**config.mk**
```make
export PLATFORM = sky130hd
export DESIGN_NAME = msre_ctrl
export DESIGN_NICKNAME = d
export VERILOG_FILES = /design/src/msre_pkg.sv /design/src/msre_ctrl.sv
export SDC_FILE = /design/constraint.sdc
export NUM_CORES = 1
export LEC_CHECK = 0
export ABC_AREA = 0
export BUFFER_PORTS_ARGS = -buffer_cell sky130_fd_sc_hd__clkbuf_2
export CORE_AREA = 4 4 41 43
export DETAILED_ROUTE_END_ITERATION = 6
export DIE_AREA = 0 0 45 47
export PLACE_DENSITY = 0.84
export SYNTH_ARGS = -nofsm -noshare
export SYNTH_HDL_FRONTEND = slang
export SYNTH_SLANG_ARGS = --single-unit
```
**constraint.sdc**
```tcl
create_clock -name clk -period 2.61 [get_ports clk]
set_input_delay 0.1305 -clock clk [delete_from_list [all_inputs] [get_ports clk]]
set_output_delay 0.1305 -clock clk [all_outputs]
set_load 0.02 [all_outputs]
```
**src/msre_pkg.sv**
```systemverilog
// ============================================================================
// msre_pkg - shared types and constants of the matrix swap/rotate engine
// Request codes, field widths, datapath command codes and status bundle.
// ============================================================================
package msre_pkg;

    localparam int MAX_DIM_DEF = 128;

    localparam int DIM_W      = 8;
    localparam int VAL_W      = 32;
    localparam int REQ_W      = 3;
    localparam int CELL_IDX_W = 7;
    localparam int SWAP_IDX_W = 8;
    localparam int APB_AW     = 3;
    localparam int APB_DW     = 32;

    localparam logic [REQ_W-1:0] REQ_LOAD      = 3'd0;
    localparam logic [REQ_W-1:0] REQ_SWAP_ROWS = 3'd1;
    localparam logic [REQ_W-1:0] REQ_SWAP_COLS = 3'd2;
    localparam logic [REQ_W-1:0] REQ_ROTATE    = 3'd3;
    localparam logic [REQ_W-1:0] REQ_READ      = 3'd4;

    localparam logic REG_ROW_COUNT = 1'b0;
    localparam logic REG_COL_COUNT = 1'b1;

    typedef enum logic [3:0] {
        DP_NONE   = 4'd0,
        DP_ACCEPT = 4'd1,
        DP_SW_RD  = 4'd2,
        DP_SW_WA  = 4'd3,
        DP_SW_WB  = 4'd4,
        DP_CP_RD  = 4'd5,
        DP_CP_WR  = 4'd6,
        DP_RT_RD  = 4'd7,
        DP_RT_WR  = 4'd8,
        DP_FINISH = 4'd9
    } dp_op_t;

    typedef struct packed {
        logic go_swap;
        logic go_rot;
        logic swap_done;
        logic walk_done;
    } dp_stat_t;

endpackage

```
**src/msre_ctrl.sv**
```systemverilog
// ============================================================================
// msre_ctrl - sequencer of the matrix swap/rotate engine
// Accepts one request at a time, steps the datapath, owns the result valid.
// ============================================================================
module msre_ctrl
    import msre_pkg::*;
(
    input  logic     clk,
    input  logic     rst_n,
    input  logic     in_valid,
    output logic     in_ready,
    output logic     out_valid,
    input  logic     out_ready,
    output dp_op_t   op,
    input  dp_stat_t stat
);

    typedef enum logic [8:0] {
        ST_IDLE   = 9'b000000001,
        ST_SW_RD  = 9'b000000010,
        ST_SW_WA  = 9'b000000100,
        ST_SW_WB  = 9'b000001000,
        ST_CP_RD  = 9'b000010000,
        ST_CP_WR  = 9'b000100000,
        ST_RT_RD  = 9'b001000000,
        ST_RT_WR  = 9'b010000000,
        ST_FINISH = 9'b100000000
    } state_t;

    state_t state_reg;
    state_t state_next;
    logic   out_valid_reg;
    logic   out_valid_next;

    always_comb
    begin
        state_next     = state_reg;
        op             = DP_NONE;
        out_valid_next = out_valid_reg && !out_ready;
        unique case (state_reg)
            ST_IDLE:
            begin
                if (in_valid)
                begin
                    op = DP_ACCEPT;
                    priority if (stat.go_swap)
                    begin
                        state_next = ST_SW_RD;
                    end
                    else if (stat.go_rot)
                    begin
                        state_next = ST_CP_RD;
                    end
                    else
                    begin
                        state_next = ST_FINISH;
                    end
                end
            end
            ST_SW_RD:
            begin
                op         = DP_SW_RD;
                state_next = ST_SW_WA;
            end
            ST_SW_WA:
            begin
                op         = DP_SW_WA;
                state_next = ST_SW_WB;
            end
            ST_SW_WB:
            begin
                op         = DP_SW_WB;
                state_next = stat.swap_done ? ST_FINISH : ST_SW_RD;
            end
            ST_CP_RD:
            begin
                op         = DP_CP_RD;
                state_next = ST_CP_WR;
            end
            ST_CP_WR:
            begin
                op         = DP_CP_WR;
                state_next = stat.walk_done ? ST_RT_RD : ST_CP_RD;
            end
            ST_RT_RD:
            begin
                op         = DP_RT_RD;
                state_next = ST_RT_WR;
            end
            ST_RT_WR:
            begin
                op         = DP_RT_WR;
                state_next = stat.walk_done ? ST_FINISH : ST_RT_RD;
            end
            ST_FINISH:
            begin
                // hold until the output slot is free
                if (!out_valid_reg || out_ready)
                begin
                    op             = DP_FINISH;
                    out_valid_next = 1'b1;
                    state_next     = ST_IDLE;
                end
            end
            default:
            begin
                state_next = ST_IDLE;
            end
        endcase
    end

    always_ff @(posedge clk or negedge rst_n)
    begin
        if (!rst_n)
        begin
            state_reg     <= ST_IDLE;
            out_valid_reg <= 1'b0;
        end
        else
        begin
            state_reg     <= state_next;
            out_valid_reg <= out_valid_next;
        end
    end

    assign in_ready  = (state_reg == ST_IDLE);
    assign out_valid = out_valid_reg;

    a_finish_holds: assert property (@(posedge clk) disable iff (!rst_n)
        (state_reg == ST_FINISH && out_valid_reg && !out_ready)
        |=> (state_reg == ST_FINISH && out_valid_reg))
        else $error("result overwritten while output beat stalled");

    a_swap_start: assert property (@(posedge clk) disable iff (!rst_n)
        (in_valid && in_ready && stat.go_swap) |=> (state_reg == ST_SW_RD))
        else $error("valid swap did not start its walk");

    a_valid_from_finish: assert property (@(posedge clk) disable iff (!rst_n)
        $rose(out_valid_reg) |-> $past(state_reg == ST_FINISH))
        else $error("result valid raised outside finish state");

endmodule

```
==> out/metrics.yaml <==
drt:
  drc: 0
  drt_wl_total_um: 1630
  via_count: 639
  drtIter0Drc: 18
  wl_per_cell_um: 14.8
  via_per_inst: 5.81
  first_pass_iters: 4
  detail-route-antenna-nets: 0
sta:
  fmax_mhz: 486
  rsz0062_at_grt: "false"
  slew_headroom: 0.724
  final-hold-violation-count: 0
  worst_slack_ns: 0.553
  fin_skew_ns: 0.000566
  setup_violations: 0
  fin_crit_ns: 2.06
  finalMaxSlewViolations: 0
  setup_tns_ns: 0
  tightest_slew_ns: 0.414
  period_share: 0.788
cells_and_area:
  final-seq-area_sq_um: 251
  multi_input_area_sq_um: 405
  drive_above_1_share: 0.295
  largest_reg_flops: 9
  fill_cells: 126
  area_delta_synth_final_pct: 18.2
  nNetsFinal: 104
  antenna_cells: 0
placed_design:
  port-buffer-count: 13
  gp_congestion: 0.861
  preCtsSetupSlack_ns: 0.876
  place_hpwl_um: 1260
synthesis:
  synth_edf_count: 0
  seq_area_frac_synth: 0.374
  synth.avg_cell_area_sq_um: 8.61
  yosys_warnings: 0
  ys_ff_latch: 10
  synth_area_leaders: "dfrtp_1 (34%), nor2_1 (6.1%), nand2b_1 (5.6%)"
  synthCells: 78
  netlist.area_leader.share: 0.335
  netlist_area_sq_um: 672
  synth_most_common_cell: "nor2_1"
  ys_types: 32
  synth_ff_type: "dfrtp_1"
  yosysTopAreaCell: "dfrtp_1"
  yosys-top-cells-count: "nor2_1 (11), dfrtp_1 (9), nand2_1 (9), nand2b_1 (6)"
  synth-async-reset-ratio: 1.00
  syn_nets: 86
global_routing:
  overflow: 0
  grt_use_met2: 0.314
  grt_max_degree: 11
  globalRouteMet3Util: 0.0460
  grt_pass1_vias: 611
  busiest_layer: "met2"
  antenna_found_initial: 0
  grtUsageTotal: 0.187
  grtUsageMet1: 0.212
  grt_pass1_wl_um: 2680
floorplan:
  ios: 14
  design.core.area_sq_mm: 0.00130
  num_rows: 13
  start_util: 0.516
  die-area_sq_mm: 0.00212
  die_w_um: 45
  die_h_um: 47
setup_path:
  critPathArrivalTime_ns: 1.93
  cp_slowest_cell: "dfrtp_1"
  cp-end-kind: "output pin"
  path_max_fanout: 7
  worst_path_largest_cell_delay_ns: 0.53
  path_cells: "nor3_4, nand2_2, nor4b_1, a21oi_1, nand2_1, clkbuf_2"
  critPathLaunchType: "register"
  crit_type: "register to output pin"
  required_ns: 2.48
job:
  maxCapViolations: 0
clock_tree:
  cts_tree: "yes"
  cts_made_buffers: 3
  path_clk_slew_ns: 0.07
  cts_sinks: 10
  post_cts_resized: 0
  insertion_delay_ns: 0.27
  hold_buffers: 1
  htree_levels: 1
  clockBufferDepth: 2
  post_cts_buffers: 0
  cts-root-buf: "clkbuf_4"
power:
  irDropWorstVdd_mv: 0.727
  p_per_area_mw_per_mm2: 1150
  p_total_uw: 918
  cellLeakagePower_uw: 0.000371
run_status:
  status: "complete, no violations"
worst_hold_path:
  min_path_type: "input port to register"
## stage by stage
step	hold slack (ns)	area [sq um]	cells	util
final	0.0855	795	110	0.611
after global routing	0.0913	795	110	0.611
after CTS	0.0806	795	110	0.611
after detailed placement	0.0125	748	105	0.575
after global placement	0.0119	748	105	0.575
after floorplan	-0.165	672	78	-
## cells by family (layout without fill, tap and decap cells)
group,after synthesis,after routing,synth area share
buffers and inverters,3,20,0.0224
AOI/OAI and AO/OA,13,13,0.132
DFF,10,10,0.374
muxes,2,2,0.0317
and+or+nand+nor,48,48,0.413
xor gates and xnor gates,2,2,0.0261
## layer usage
layer / vias to the layer above / wire [um]
li1: 314 / -
met1: 299 / 708
met2: 20 / 781
met3: 6 / 96
met4: 0 / 38
met5: - / 0
## where the power goes
part / switching [uW] / total (uW) / internal [uW]
registers: 54.3 / 250 / 196
logic: 321 / 527 / 206
clock network: 56.2 / 141 / 84.8
## layout by cell type (no fill, tap or decap), types with 3 or more instances in the layout
cell type	instances
nand2b_1	6
nand2_1	9
nor3_1	4
clkbuf_4	3
a21oi_1	3
nor2_1	11
dfrtp_1	9
nand3_1	4
clkbuf_2	13
## worst max-delay path, delay by kind of cell, from the launching register on
family / cells / cell delay (ns)
AND/OR/NAND/NOR: 4 / 0.90
buffers and inverters: 1 / 0.16
flip-flops: 1 / 0.53
AO/OA/AOI/OAI: 1 / 0.08
## path summary, 6_finish.rpt
kind / from / endpoint / slack (ns) / depth (start not counted)
worst max-delay path: state_reg[7] / op[1] / 0.55 / 6
worst min-delay path: stat[0] / state_reg[6] / 0.09 / 2
worst max register to register: state_reg[5] / state_reg[8] / 0.92 / 5
worst min register to register: state_reg[3] / state_reg[2] / 0.54 / 1
max in group asynchronous: rst_n / state_reg[0] / 2.09 / 2
min in group asynchronous: rst_n / state_reg[3] / 0.26 / 2
## final cells by class
| cell class | instances | area share |
|---|---|---|
| Multi-Input combinational cell | 65 | 0.510 |
| Clock buffer | 4 | 0.0457 |
| Timing Repair Buffer | 14 | 0.0945 |
| Inverter | 2 | 0.00945 |
| Tap cell | 15 | 0.0236 |
| Sequential cell | 10 | 0.317 |
No activity file was read; power rests on OpenSTA's default activity.
