File: config.mk
export PLATFORM = sky130hd
export DESIGN_NAME = msre_regs
export DESIGN_NICKNAME = d
export VERILOG_FILES = /design/src/msre_pkg.sv /design/src/msre_regs.sv
export SDC_FILE = /design/constraint.sdc
export NUM_CORES = 1
export LEC_CHECK = 0
export ABC_AREA = 0
export BUFFER_PORTS_ARGS = -buffer_cell sky130_fd_sc_hd__buf_4
export CORE_UTILIZATION = 37
export CTS_BUF_LIST = sky130_fd_sc_hd__clkbuf_8
export DETAILED_ROUTE_END_ITERATION = 10
export PLACE_DENSITY_LB_ADDON = 0.05
export RECOVER_POWER = 50
export SETUP_SLACK_MARGIN = 0.15
export SYNTH_ARGS = -nofsm -noshare
export SYNTH_HDL_FRONTEND = slang
export SYNTH_SLANG_ARGS = --single-unit
File: constraint.sdc
create_clock -name clk -period 1 [get_ports clk]
set_clock_uncertainty 0.1 [all_clocks]
set_input_delay 0 -clock clk [delete_from_list [all_inputs] [get_ports clk]]
set_output_delay 0 -clock clk [all_outputs]
set_load 0.03 [all_outputs]
File: src/msre_pkg.sv
// ============================================================================
// msre_pkg - shared types and constants of the matrix swap/rotate engine
// Request codes, field widths, datapath command codes and status bundle.
// ============================================================================
package msre_pkg;

    localparam int MAX_DIM_DEF = 128;

    localparam int DIM_W      = 8;
    localparam int VAL_W      = 32;
    localparam int REQ_W      = 3;
    localparam int CELL_IDX_W = 7;
    localparam int SWAP_IDX_W = 8;
    localparam int APB_AW     = 3;
    localparam int APB_DW     = 32;

    localparam logic [REQ_W-1:0] REQ_LOAD      = 3'd0;
    localparam logic [REQ_W-1:0] REQ_SWAP_ROWS = 3'd1;
    localparam logic [REQ_W-1:0] REQ_SWAP_COLS = 3'd2;
    localparam logic [REQ_W-1:0] REQ_ROTATE    = 3'd3;
    localparam logic [REQ_W-1:0] REQ_READ      = 3'd4;

    localparam logic REG_ROW_COUNT = 1'b0;
    localparam logic REG_COL_COUNT = 1'b1;

    typedef enum logic [3:0] {
        DP_NONE   = 4'd0,
        DP_ACCEPT = 4'd1,
        DP_SW_RD  = 4'd2,
        DP_SW_WA  = 4'd3,
        DP_SW_WB  = 4'd4,
        DP_CP_RD  = 4'd5,
        DP_CP_WR  = 4'd6,
        DP_RT_RD  = 4'd7,
        DP_RT_WR  = 4'd8,
        DP_FINISH = 4'd9
    } dp_op_t;

    typedef struct packed {
        logic go_swap;
        logic go_rot;
        logic swap_done;
        logic walk_done;
    } dp_stat_t;

endpackage

File: src/msre_regs.sv
// ============================================================================
// msre_regs - configuration registers behind the APB port
// Holds row_count and col_count; zero-wait writes, combinational reads.
// ============================================================================
module msre_regs
    import msre_pkg::*;
(
    input  logic              clk,
    input  logic              rst_n,
    input  logic              psel,
    input  logic              penable,
    input  logic              pwrite,
    input  logic [APB_AW-1:0] paddr,
    input  logic [APB_DW-1:0] pwdata,
    output logic [APB_DW-1:0] prdata,
    output logic              pready,
    output logic [DIM_W-1:0]  row_cfg,
    output logic [DIM_W-1:0]  col_cfg
);

    logic [DIM_W-1:0] row_cfg_reg;
    logic [DIM_W-1:0] col_cfg_reg;
    logic             reg_sel;
    logic             wr_en;

    assign pready  = 1'b1;
    assign reg_sel = paddr[2];
    assign wr_en   = psel && penable && pwrite && pready;

    always_ff @(posedge clk or negedge rst_n)
    begin
        if (!rst_n)
        begin
            row_cfg_reg <= DIM_W'(1);
            col_cfg_reg <= DIM_W'(1);
        end
        else if (wr_en)
        begin
            if (reg_sel == REG_ROW_COUNT)
            begin
                row_cfg_reg <= pwdata[DIM_W-1:0];
            end
            else
            begin
                col_cfg_reg <= pwdata[DIM_W-1:0];
            end
        end
    end

    always_comb
    begin
        unique case (reg_sel)
            REG_ROW_COUNT: prdata = APB_DW'(row_cfg_reg);
            REG_COL_COUNT: prdata = APB_DW'(col_cfg_reg);
            default:       prdata = '0;
        endcase
    end

    assign row_cfg = row_cfg_reg;
    assign col_cfg = col_cfg_reg;

endmodule

==> impl_results.md, run 1 <==
* Clk Latency, worst-skew pair at 0.24 ns
* Number of remaining DRC errors at 0
* FP Rows at 17
* Synthesized area per cell at 13.2 um^2
* Area growth syn-to-layout at 72.1%
* Most frequent cells in the layout: buf_6 (38), conb_1 (25), buf_4 (21)
* Failing checks: negative hold slack, negative setup slack
* Pint at 2.20 mW
* DR WL/cell at 13.1 um
* FMAX at 0.853 GHz
* Startpoint Class: flop
* PortBufs at 37
* Critical path class: reg -> out
* Final instance area at 1590 um^2
* I/O pins at 89
* Switching pwr at 1.25 mW
* Seq/Total Area, Yosys at 43.6%
* Final ANT Viol Nets at 0
* Final worst-path cycle share at 117%
* Crit path required time at 0.90 ns
* Layout cells sized above 1 at 80.3%
* Comb pwr share at 56.6%
* Post-DP HPWL at 1.26 mm
* Initial core utilization at 40.6%
* Non-Filler Instances at 160
* Sequential power share at 26.9%
* Largest net degree at the start of global routing at 17
* Crit-path max FO at 2
* Nets at 173
* H-tree lvl count at 1
* Outcome: finished, violations left
* Final hold violation count at 16
* Initial antenna violation count at 0
* GR Util All Layers at 16.0%
* Gpl congestion at 0.705
* Routed wire length at 2.09 mm
* Root Buffer: clkbuf_8
* Vias post-DR at 688
* Antenna Cells at 0
* Slew Viols, Final at 0
* GRT met3 Usage at 5.56%
* Cell total after placement at 134
* Placed Instance Area at 1220 um^2
* Final min period at 1.17 ns
* Unrepaired setup endpoints after global routing: yes
* Hold WS at -0.108 ns
* Maximum vdd drop at 1400 uV
* Full die area at 2700 um^2
* Clk buf depth at 2
* Met1 GRT Util at 18.3%
* Final setup vio count at 28
* Grt met2 use at 28.8%
* First-pass GRT wire length at 3.06 mm
* Max_cap viols at 0
* Drt first-iter violations at 2
* Vias in the first global route at 628
* CTS tree: done
* Commonest non-fill, non-tap cell in the layout: buf_6
* Fillers at 171
* CTS clk-pin slew, worst paths at 0.07 ns
* Horiz. Die Dim at 52.0 um
* Leak at 0.840 nW
* Fin worst setup slack at -0.172 ns
* Sw frac at 36.1%
* Data arrival time of the worst path at 1.07 ns
* Seq. cell area at 420 um^2
* Ys Warns at 0
* Area of the multi-input gates at 480 um^2
* Core ar. at 2280 um^2
* Clock power share at 16.5%
* Synthesis-stage register bit count at 16
* Critical Path End Type: primary output
* Clk sinks at 16
* Post-Syn Instances at 70
* Total congestion overflow at 0
* Worst Hold Class: in -> reg
* Hold_buf cts at 1
* Pwr Density at 2170 nW/um^2
* GRT busiest layer: met2
* Vias per cell at 4.30
* Count of cell types in the netlist at 8
* Drt pass-1 iters at 3
* Mapped Area at 925 um^2
* TritonCTS Buffers at 3
* Die height at 52.0 um
==> metal layers <==
metal	wire [um]	vias to the layer above
met5	0	-
met4	11	0
met3	137	2
met2	1110	37
met1	831	336
li1	-	313
==> stage by stage <==
step / total power, mW / setup WS [ns] / TNS, ns / hold slack [ns] / utilization, %
2_1_floorplan: 1.91 / 0.0501 / 0 / -0.396 / -
3_3_place_gp: 2.28 / -0.000466 / -0.000801 / -0.226 / 53.5
3_5_place_dp: 2.29 / -0.0193 / -0.104 / -0.229 / 53.5
4_1_cts: 3.32 / -0.166 / -1.64 / -0.111 / 66.7
5_1_grt: 3.59 / -0.199 / -3.24 / -0.109 / 69.9
6_report: 3.45 / -0.172 / -2.46 / -0.108 / 69.9
==> cell type report <==
class,count,share of cell area [%]
flip-flops and latches,16,26.4
clock buffers,4,3.46
well taps,28,2.20
repair buffers,61,37.7
multi-input cells,51,30.2
==> worst paths after layout <==
check,startpoint,end,slack [ns],depth (start not counted)
max reg2reg,row_cfg[5],row_cfg[5],-0.10,3
max in group asynchronous,rst_n,row_cfg[0],0.37,2
min in group asynchronous,rst_n,col_cfg[2],0.11,2
max,col_cfg[5],prdata[5],-0.17,2
min reg2reg,col_cfg[3],col_cfg[3],0.51,2
min,pwdata[2],col_cfg[2],-0.11,2
==> synthesized netlist by cell type <==
cell type  number  area [um^2]
nand4_4         1         21.3
buf_6           1         11.3
nand4b_4        1         23.8
dfstp_2         2         52.6
conb_1          2         7.51
mux2_2         24          270
buf_4          25          188
dfrtp_1        14          350
==> logic make-up (layout without fill, tap and decap cells) <==
logic type    after synthesis  in the layout  synth area share [%]
buf+inv                    26             65                  21.5
mux                        24             24                  29.2
flops                      16             16                  43.6
other cells                 2             25                 0.812
simple gates                2              2                  4.87
==> critical path, cell delays in order (launching register included) <==
cell and delay, ns:
dfrtp_2 0.42, mux2_4 0.27, buf_6 0.14
==> what timing repair did <==
item | CTS | global route
buffers inserted | 16 | 5
endpoints found under the setup margin | 39 | 40
hold endpoints to repair | 32 | 16
resized for setup | 31 | 10
==> power groups by stage <==
stage	Combinational, mW	Clock (mW)	Sequential, mW
after CTS	1.82	0.581	0.912
after global placement	1.33	0	0.951
after global routing	2.04	0.607	0.947
final	1.95	0.569	0.928
after floorplan	0.684	0	1.23
after detailed placement	1.34	0	0.951
Note: power is estimated with default switching activity, not from simulation.
==> run 2, diff against run 1 <==
--- a/config.mk
+++ b/config.mk
@@ -7,6 +7,7 @@
 export LEC_CHECK = 0
 export ABC_AREA = 0
 export BUFFER_PORTS_ARGS = -buffer_cell sky130_fd_sc_hd__buf_4
+export CORE_MARGIN = 3
 export CORE_UTILIZATION = 37
 export CTS_BUF_LIST = sky130_fd_sc_hd__clkbuf_8
 export DETAILED_ROUTE_END_ITERATION = 10
==> run 2 against run 1 <==
The run still ends with negative hold slack, negative setup slack left; die area up 16%; critical path depth unchanged; final cell count up 0.63%; flip-flop and latch count unchanged; wire length up 8.0%; via count up 0.15%; clock-buffer cell count unchanged; non-clock buffer count up 1; critical path type unchanged; critical endpoint is now prdata[6]; largest cell class unchanged.
==> impl_results.md, run 2 (same netlist as run 1, synthesis figures left out) <==
* Final setup vio count at 27 (-3.6%)
* GR Util All Layers at 13.9% (-2.1 points)
* Antenna Cells at 0 (unchanged)
* CTS clk-pin slew, worst paths at 0.07 ns (about the same)
* Root Buffer: clkbuf_8
* Power after layout at 3.51 mW (+1.8%)
* Largest stage delay, worst path at 0.42 ns (about the same)
* Failing checks: negative hold slack, negative setup slack
* Worst R2R Start: row_cfg[3]
* Post-DP HPWL at 1.45 mm (+15%)
* Startpoint Class: flop
* Outcome: finished, violations left
* FMAX at 0.846 GHz (-0.86%)
* Pwr Density at 2160 nW/um^2 (-0.41%)
* CTS tree: done
* Initial core utilization at 40.3% (-0.38 points)
* Vias per cell at 4.28 (-0.48%)
* First-pass GRT wire length at 3.39 mm (+11%)
* Setup TNS at -2.57 ns (-0.111 ns)
* PortBufs at 37 (unchanged)
* Fillers at 167 (-2.3%)
* Drt first-iter violations at 7 (+5)
* Final min period at 1.18 ns (+0.0102 ns)
* Clk buf depth at 2 (unchanged)
* DR WL/cell at 14.0 um (+7.4%)
* Vias post-DR at 689 (+0.15%)
* Unrepaired setup endpoints after global routing: yes
* Area growth syn-to-layout at 75.9%
* I/O pins at 89 (unchanged)
* Hold-critical path depth at 2 (unchanged)
* Worst Min Path Start: pwdata[2]
* Clk Latency, worst-skew pair at 0.25 ns (about the same)
* Final ANT Viol Nets at 0 (unchanged)
* Critical path class: reg -> out
* Gpl congestion at 0.647 (-8.2%)
* Max Used Layer: met4
* Vias in the first global route at 685 (+9.1%)
* R2R Setup Slk at -0.11 ns (about the same)
* CP cell instances: mux2_2 > buf_6
* Worst path slowest cell: dfrtp_2
* Drt pass-1 iters at 2 (-1)
* Most frequent cells in the layout: buf_6 (42), conb_1 (25), mux2_4 (21)
* Routed wire length at 2.26 mm (+8.0%)
* TritonCTS Buffers at 3 (unchanged)
* Crit path required time at 0.90 ns (about the same)
* Full die area at 3130 um^2 (+16%)
* Buf/Inv on CP at 1 (unchanged)
* Total congestion overflow at 0 (unchanged)
* H-tree lvl count at 1 (unchanged)
* Final hold violation count at 14 (-2)
* Slew Viols, Final at 0 (unchanged)
* Critical Path End Type: primary output
* Clk sinks at 16 (unchanged)
* Worst Reg-to-Reg Cells at 3 (unchanged)
* Hold_buf cts at 2 (+1)
* Die height at 56.0 um (+7.7%)
* Final worst-path cycle share at 118% (+1.0 points)
* FP Rows at 17 (unchanged)
* Hold WS at -0.114 ns (-0.00578 ns)
* DR WL met2 at 1.20 mm (+7.9%)
* Leak at 0.864 nW (+3.0%)
* Largest net degree at the start of global routing at 17 (unchanged)
* Met3 Wirelength at 192 um (+40%)
* Commonest non-fill, non-tap cell in the layout: buf_6
* Final instance area at 1630 um^2 (+2.2%)
* Max_cap viols at 0 (unchanged)
* Number of remaining DRC errors at 0 (unchanged)
* Initial antenna violation count at 0 (unchanged)
* Data arrival time of the worst path at 1.08 ns (about the same)
* Post-layout util at 70.8% (+0.88 points)
* Core ar. at 2300 um^2 (+0.93%)
* Layout cells sized above 1 at 79.7% (-0.60 points)
* WHS Endpoint: col_cfg[2]
* Fin worst setup slack at -0.183 ns (-0.0102 ns)
* Crit-path max FO at 2 (unchanged)
* Critical R2R Capture: row_cfg[3]
* Post-Route M1 WL at 851 um (+2.4%)
* Maximum vdd drop at 1560 uV (+12%)
* Placed Instance Area at 1220 um^2 (unchanged)
* Worst Hold Class: in -> reg
* Nets at 174 (+0.58%)
* Crit-path leading delay family: flip-flops
* Horiz. Die Dim at 56.0 um (+7.7%)
==> run 2: cell count changes in the layout (fill, tap and decap cells not counted), sizes merged <==
cell and delta:
dlymetal6s4s +1
==> run 2: metal layers <==
layer,track usage (%),vias to the layer above
met2,21.9,41
met4,4.07,0
li1,-,315
met3,6.03,2
met5,0,-
met1,17.3,331
==> run 2: power by group <==
part | switching [mW] | leakage, nW | internal (mW)
clock | 0.229 | 0.0288 | 0.349
combinational | 0.927 | 0.662 | 1.06
sequential | 0.114 | 0.174 | 0.828
total | 1.27 | 0.864 | 2.24
==> run 2: cell type report <==
| class | instances | area (um^2) | share of cell area [%] |
|---|---|---|---|
| repair buffers | 62 | 628 | 38.6 |
| multi-input cells | 51 | 488 | 30.0 |
| flip-flops and latches | 16 | 420 | 25.8 |
| clock buffers | 4 | 55.1 | 3.38 |
| well taps | 28 | 35.0 | 2.15 |
==> run 2: per-stage QoR <==
stage	worst slack, ns	std cells
after floorplan	0.0501	93
after global placement	-0.00332	134
after detailed placement	-0.0251	134
after CTS	-0.175	156
after global routing	-0.216	161
final	-0.183	161
==> run 2: repair_timing <==
action / 4_1_cts / 5_1_grt
endpoints found under the hold margin: 32 / 14
gates resized for setup: 32 / 16
setup buffers: 16 / 5
endpoints found under the setup margin: 38 / 40
==> run 2: worst max path at each step <==
stage	startpoint	endpoint	slack, ns	depth (start not counted)
CTS	row_cfg[6]	prdata[6]	-0.18	2
detailed placement	paddr[2]	row_cfg[4]	-0.03	3
global route	col_cfg[6]	prdata[6]	-0.22	2
floorplan	row_cfg[1]	row_cfg[1]	0.05	1
finish	col_cfg[6]	prdata[6]	-0.18	2
global placement	paddr[2]	row_cfg[5]	-0.003	3
==> run 3, diff against run 2 <==
==> constraint.sdc (replaced) <==
create_clock -name clk -period 1.36 [get_ports clk]
set_clock_uncertainty 0.1 [all_clocks]
set_input_delay 0 -clock clk [delete_from_list [all_inputs] [get_ports clk]]
set_output_delay 0 -clock clk [all_outputs]
set_load 0.03 [all_outputs]
==> run 3 against run 2 <==
The run now ends clean; non-clock buffer count shrank 12; sequential share of layout area grew 5.5 points; design area shrank 21%; critical path depth is the same; critical path type unchanged; critical endpoint is now prdata[4]; largest cell class is now multi-input gates.
==> impl_results.md, run 3 (same netlist as run 1, synthesis figures left out) <==
* DR WL/cell at 11.9 um (-15%)
* Initial antenna violation count at 0 (unchanged)
* Maximum vdd drop at 982 uV (-37%)
* Startpoint Class: flop
* Sequential power share at 33.5% (+6.7 points)
* Number of remaining DRC errors at 0 (unchanged)
* Layout cells sized above 1 at 58.7% (-21 points)
* Worst Setup EP: prdata[4]
* Worst Reg-to-Reg Cells at 2 (-1)
* H-tree lvl count at 1 (unchanged)
* Full die area at 3130 um^2 (unchanged)
* CP cell instances: mux2_2 > buf_4
* Vias post-DR at 611 (-11%)
* Worst R2R Start: col_cfg[2]
* Slew @ Worst Pin at 0.852 ns
* Met1 GRT Util at 11.4% (-6.0 points)
* Final ANT Viol Nets at 0 (unchanged)
* Critical path class: reg -> out
* Clk Latency, worst-skew pair at 0.24 ns (about the same)
* Initial core utilization at 40.3% (unchanged)
* Worst path slowest cell: dfrtp_1
* Hold WS at 0.137 ns (+0.251 ns)
* Post-DP HPWL at 1.26 mm (-13%)
* Clock power share at 17.2% (+0.7 points)
* Area growth syn-to-layout at 39.1%
* Gpl congestion at 0.654 (+1.2%)
* Unrepaired setup endpoints after global routing: yes
* R2R Setup Slk at 0.38 ns (+0.49 ns)
* GRT met3 Usage at 5.10% (-0.93 points)
* Outcome: finished clean
* Nets at 162 (-6.9%)
* FP Rows at 17 (unchanged)
* First-pass GRT wire length at 2.62 mm (-23%)
* Cell total after placement at 132 (-1.5%)
* Crit path required time at 1.26 ns (+0.36 ns)
* Fin worst setup slack at 0.192 ns (+0.374 ns)
* Final instance area at 1290 um^2 (-21%)
* Leak at 0.653 nW (-25%)
* Fillers at 206 (+23%)
* Crit-path max FO at 3 (+1)
* Pwr Density at 1540 nW/um^2 (-29%)
* Pint at 1.19 mW (-47%)
* Final setup vio count at 0 (-100%)
* Largest net degree at the start of global routing at 17 (unchanged)
* Die height at 56.0 um (unchanged)
* Largest stage delay, worst path at 0.40 ns (-0.02 ns)
* Final min period at 1.17 ns
* Slew Viols, Final at 0 (unchanged)
* Grt met2 use at 19.4% (-2.5 points)
* PortBufs at 37 (unchanged)
* CP startpoint: row_cfg[4]
* Total congestion overflow at 0 (unchanged)
* I/O pins at 89 (unchanged)
* Resize count post-CTS at 0 (-100%)
* Drt first-iter violations at 3 (-4)
* GRT busiest layer: met2
* Placed Instance Area at 1120 um^2 (-7.6%)
* Core ar. at 2300 um^2 (unchanged)
* Setup TNS at 0 ns (+2.57 ns)
* FMAX at 0.856 GHz
* Sw frac at 39.8% (+3.7 points)
* Place WS at 0.342 ns (+0.367 ns)
* Drt pass-1 iters at 2 (unchanged)
* Max_cap viols at 0 (unchanged)
* Clk buf depth at 2 (unchanged)
* Worst slew margin at 43.2%
* Vias in the first global route at 589 (-14%)
* Root Buffer: clkbuf_8
* Data arrival time of the worst path at 1.07 ns (about the same)
* Most frequent cells in the layout: buf_4 (33), conb_1 (25), mux2_2 (24)
* CTS clk-pin slew, worst paths at 0.06 ns (about the same)
* Worst Hold Class: in -> reg
* Switching pwr at 0.787 mW (-38%)
* Critical Path End Type: primary output
* Vias per cell at 4.10 (-4.2%)
* Final hold violation count at 0 (-14)
* Routed wire length at 1.77 mm (-22%)
* Horiz. Die Dim at 56.0 um (unchanged)
* Comb pwr share at 49.3% (-7.4 points)
* Final worst-path cycle share at 85.9%
* Critical R2R Capture: col_cfg[2]
* Commonest non-fill, non-tap cell in the layout: buf_4
* Clk sinks at 16 (unchanged)
* GR Util All Layers at 10.6% (-3.3 points)
* CTS tree: done
* Antenna Cells at 0 (unchanged)
* TritonCTS Buffers at 3 (unchanged)
* Non-Filler Instances at 149 (-7.5%)
-- run 3: changes by cell type in the layout (fill, tap and decap cells not counted), sizes merged --
cell and change:
buf -26, clkbuf +6, inv +1, dlymetal6s4s -1
dlygate4sd3 +8
-- run 3: critical path: cells and delay by family, from the launching register on --
kind / cells / cell delay [ns]
buffers and inverters: 1 / 0.17
muxes: 1 / 0.26
DFF: 1 / 0.40
-- run 3: area by class of cell --
cell class / count / area (um^2) / share of cell area [%]
Sequential cell: 16 / 403 / 31.3
Multi-Input combinational cell: 51 / 409 / 31.8
Clock buffer: 3 / 41.3 / 3.21
Tap cell: 28 / 35.0 / 2.72
Clock inverter: 1 / 3.75 / 0.292
Timing Repair Buffer: 50 / 394 / 30.6
-- run 3: how the worst min path moves through the flow --
| stage | from | end | slack, ns | cells past startpoint |
|---|---|---|---|---|
| global placement | rst_n | row_cfg[3] | -0.23 | 1 |
| global route | penable | row_cfg[6] | 0.15 | 3 |
| detailed placement | rst_n | row_cfg[5] | -0.23 | 1 |
| CTS | rst_n | row_cfg[6] | 0.05 | 2 |
| finish | penable | row_cfg[1] | 0.14 | 3 |
| floorplan | rst_n | col_cfg[1] | -0.40 | 0 |
-- run 3: power groups by stage --
stage | Sequential, mW | Combinational (mW) | Clock (mW)
2_1_floorplan | 0.877 | 0.440 | 0
3_3_place_gp | 0.671 | 0.914 | 0
3_5_place_dp | 0.673 | 0.920 | 0
4_1_cts | 0.666 | 0.942 | 0.357
5_1_grt | 0.676 | 1.02 | 0.384
6_report | 0.662 | 0.974 | 0.340
-- run 3: routing by layer --
metal / vias up / part of all wire (%)
met4: 0 / 0
li1: 291 / -
met5: - / 0
met3: 0 / 11
met2: 39 / 52
met1: 281 / 36
-- run 3: stage by stage --
step	utilization (%)	power [mW]
after floorplan	-	1.32
after global placement	49.0	1.59
after detailed placement	49.0	1.59
after CTS	54.8	1.96
after global routing	56.0	2.08
final	56.0	1.98
-- run 3: what timing repair did --
action,4_1_cts,5_1_grt
hold endpoints to repair,32,0
buffers inserted,0,4
endpoints found under the setup margin,0,4
hold buffers,9,0
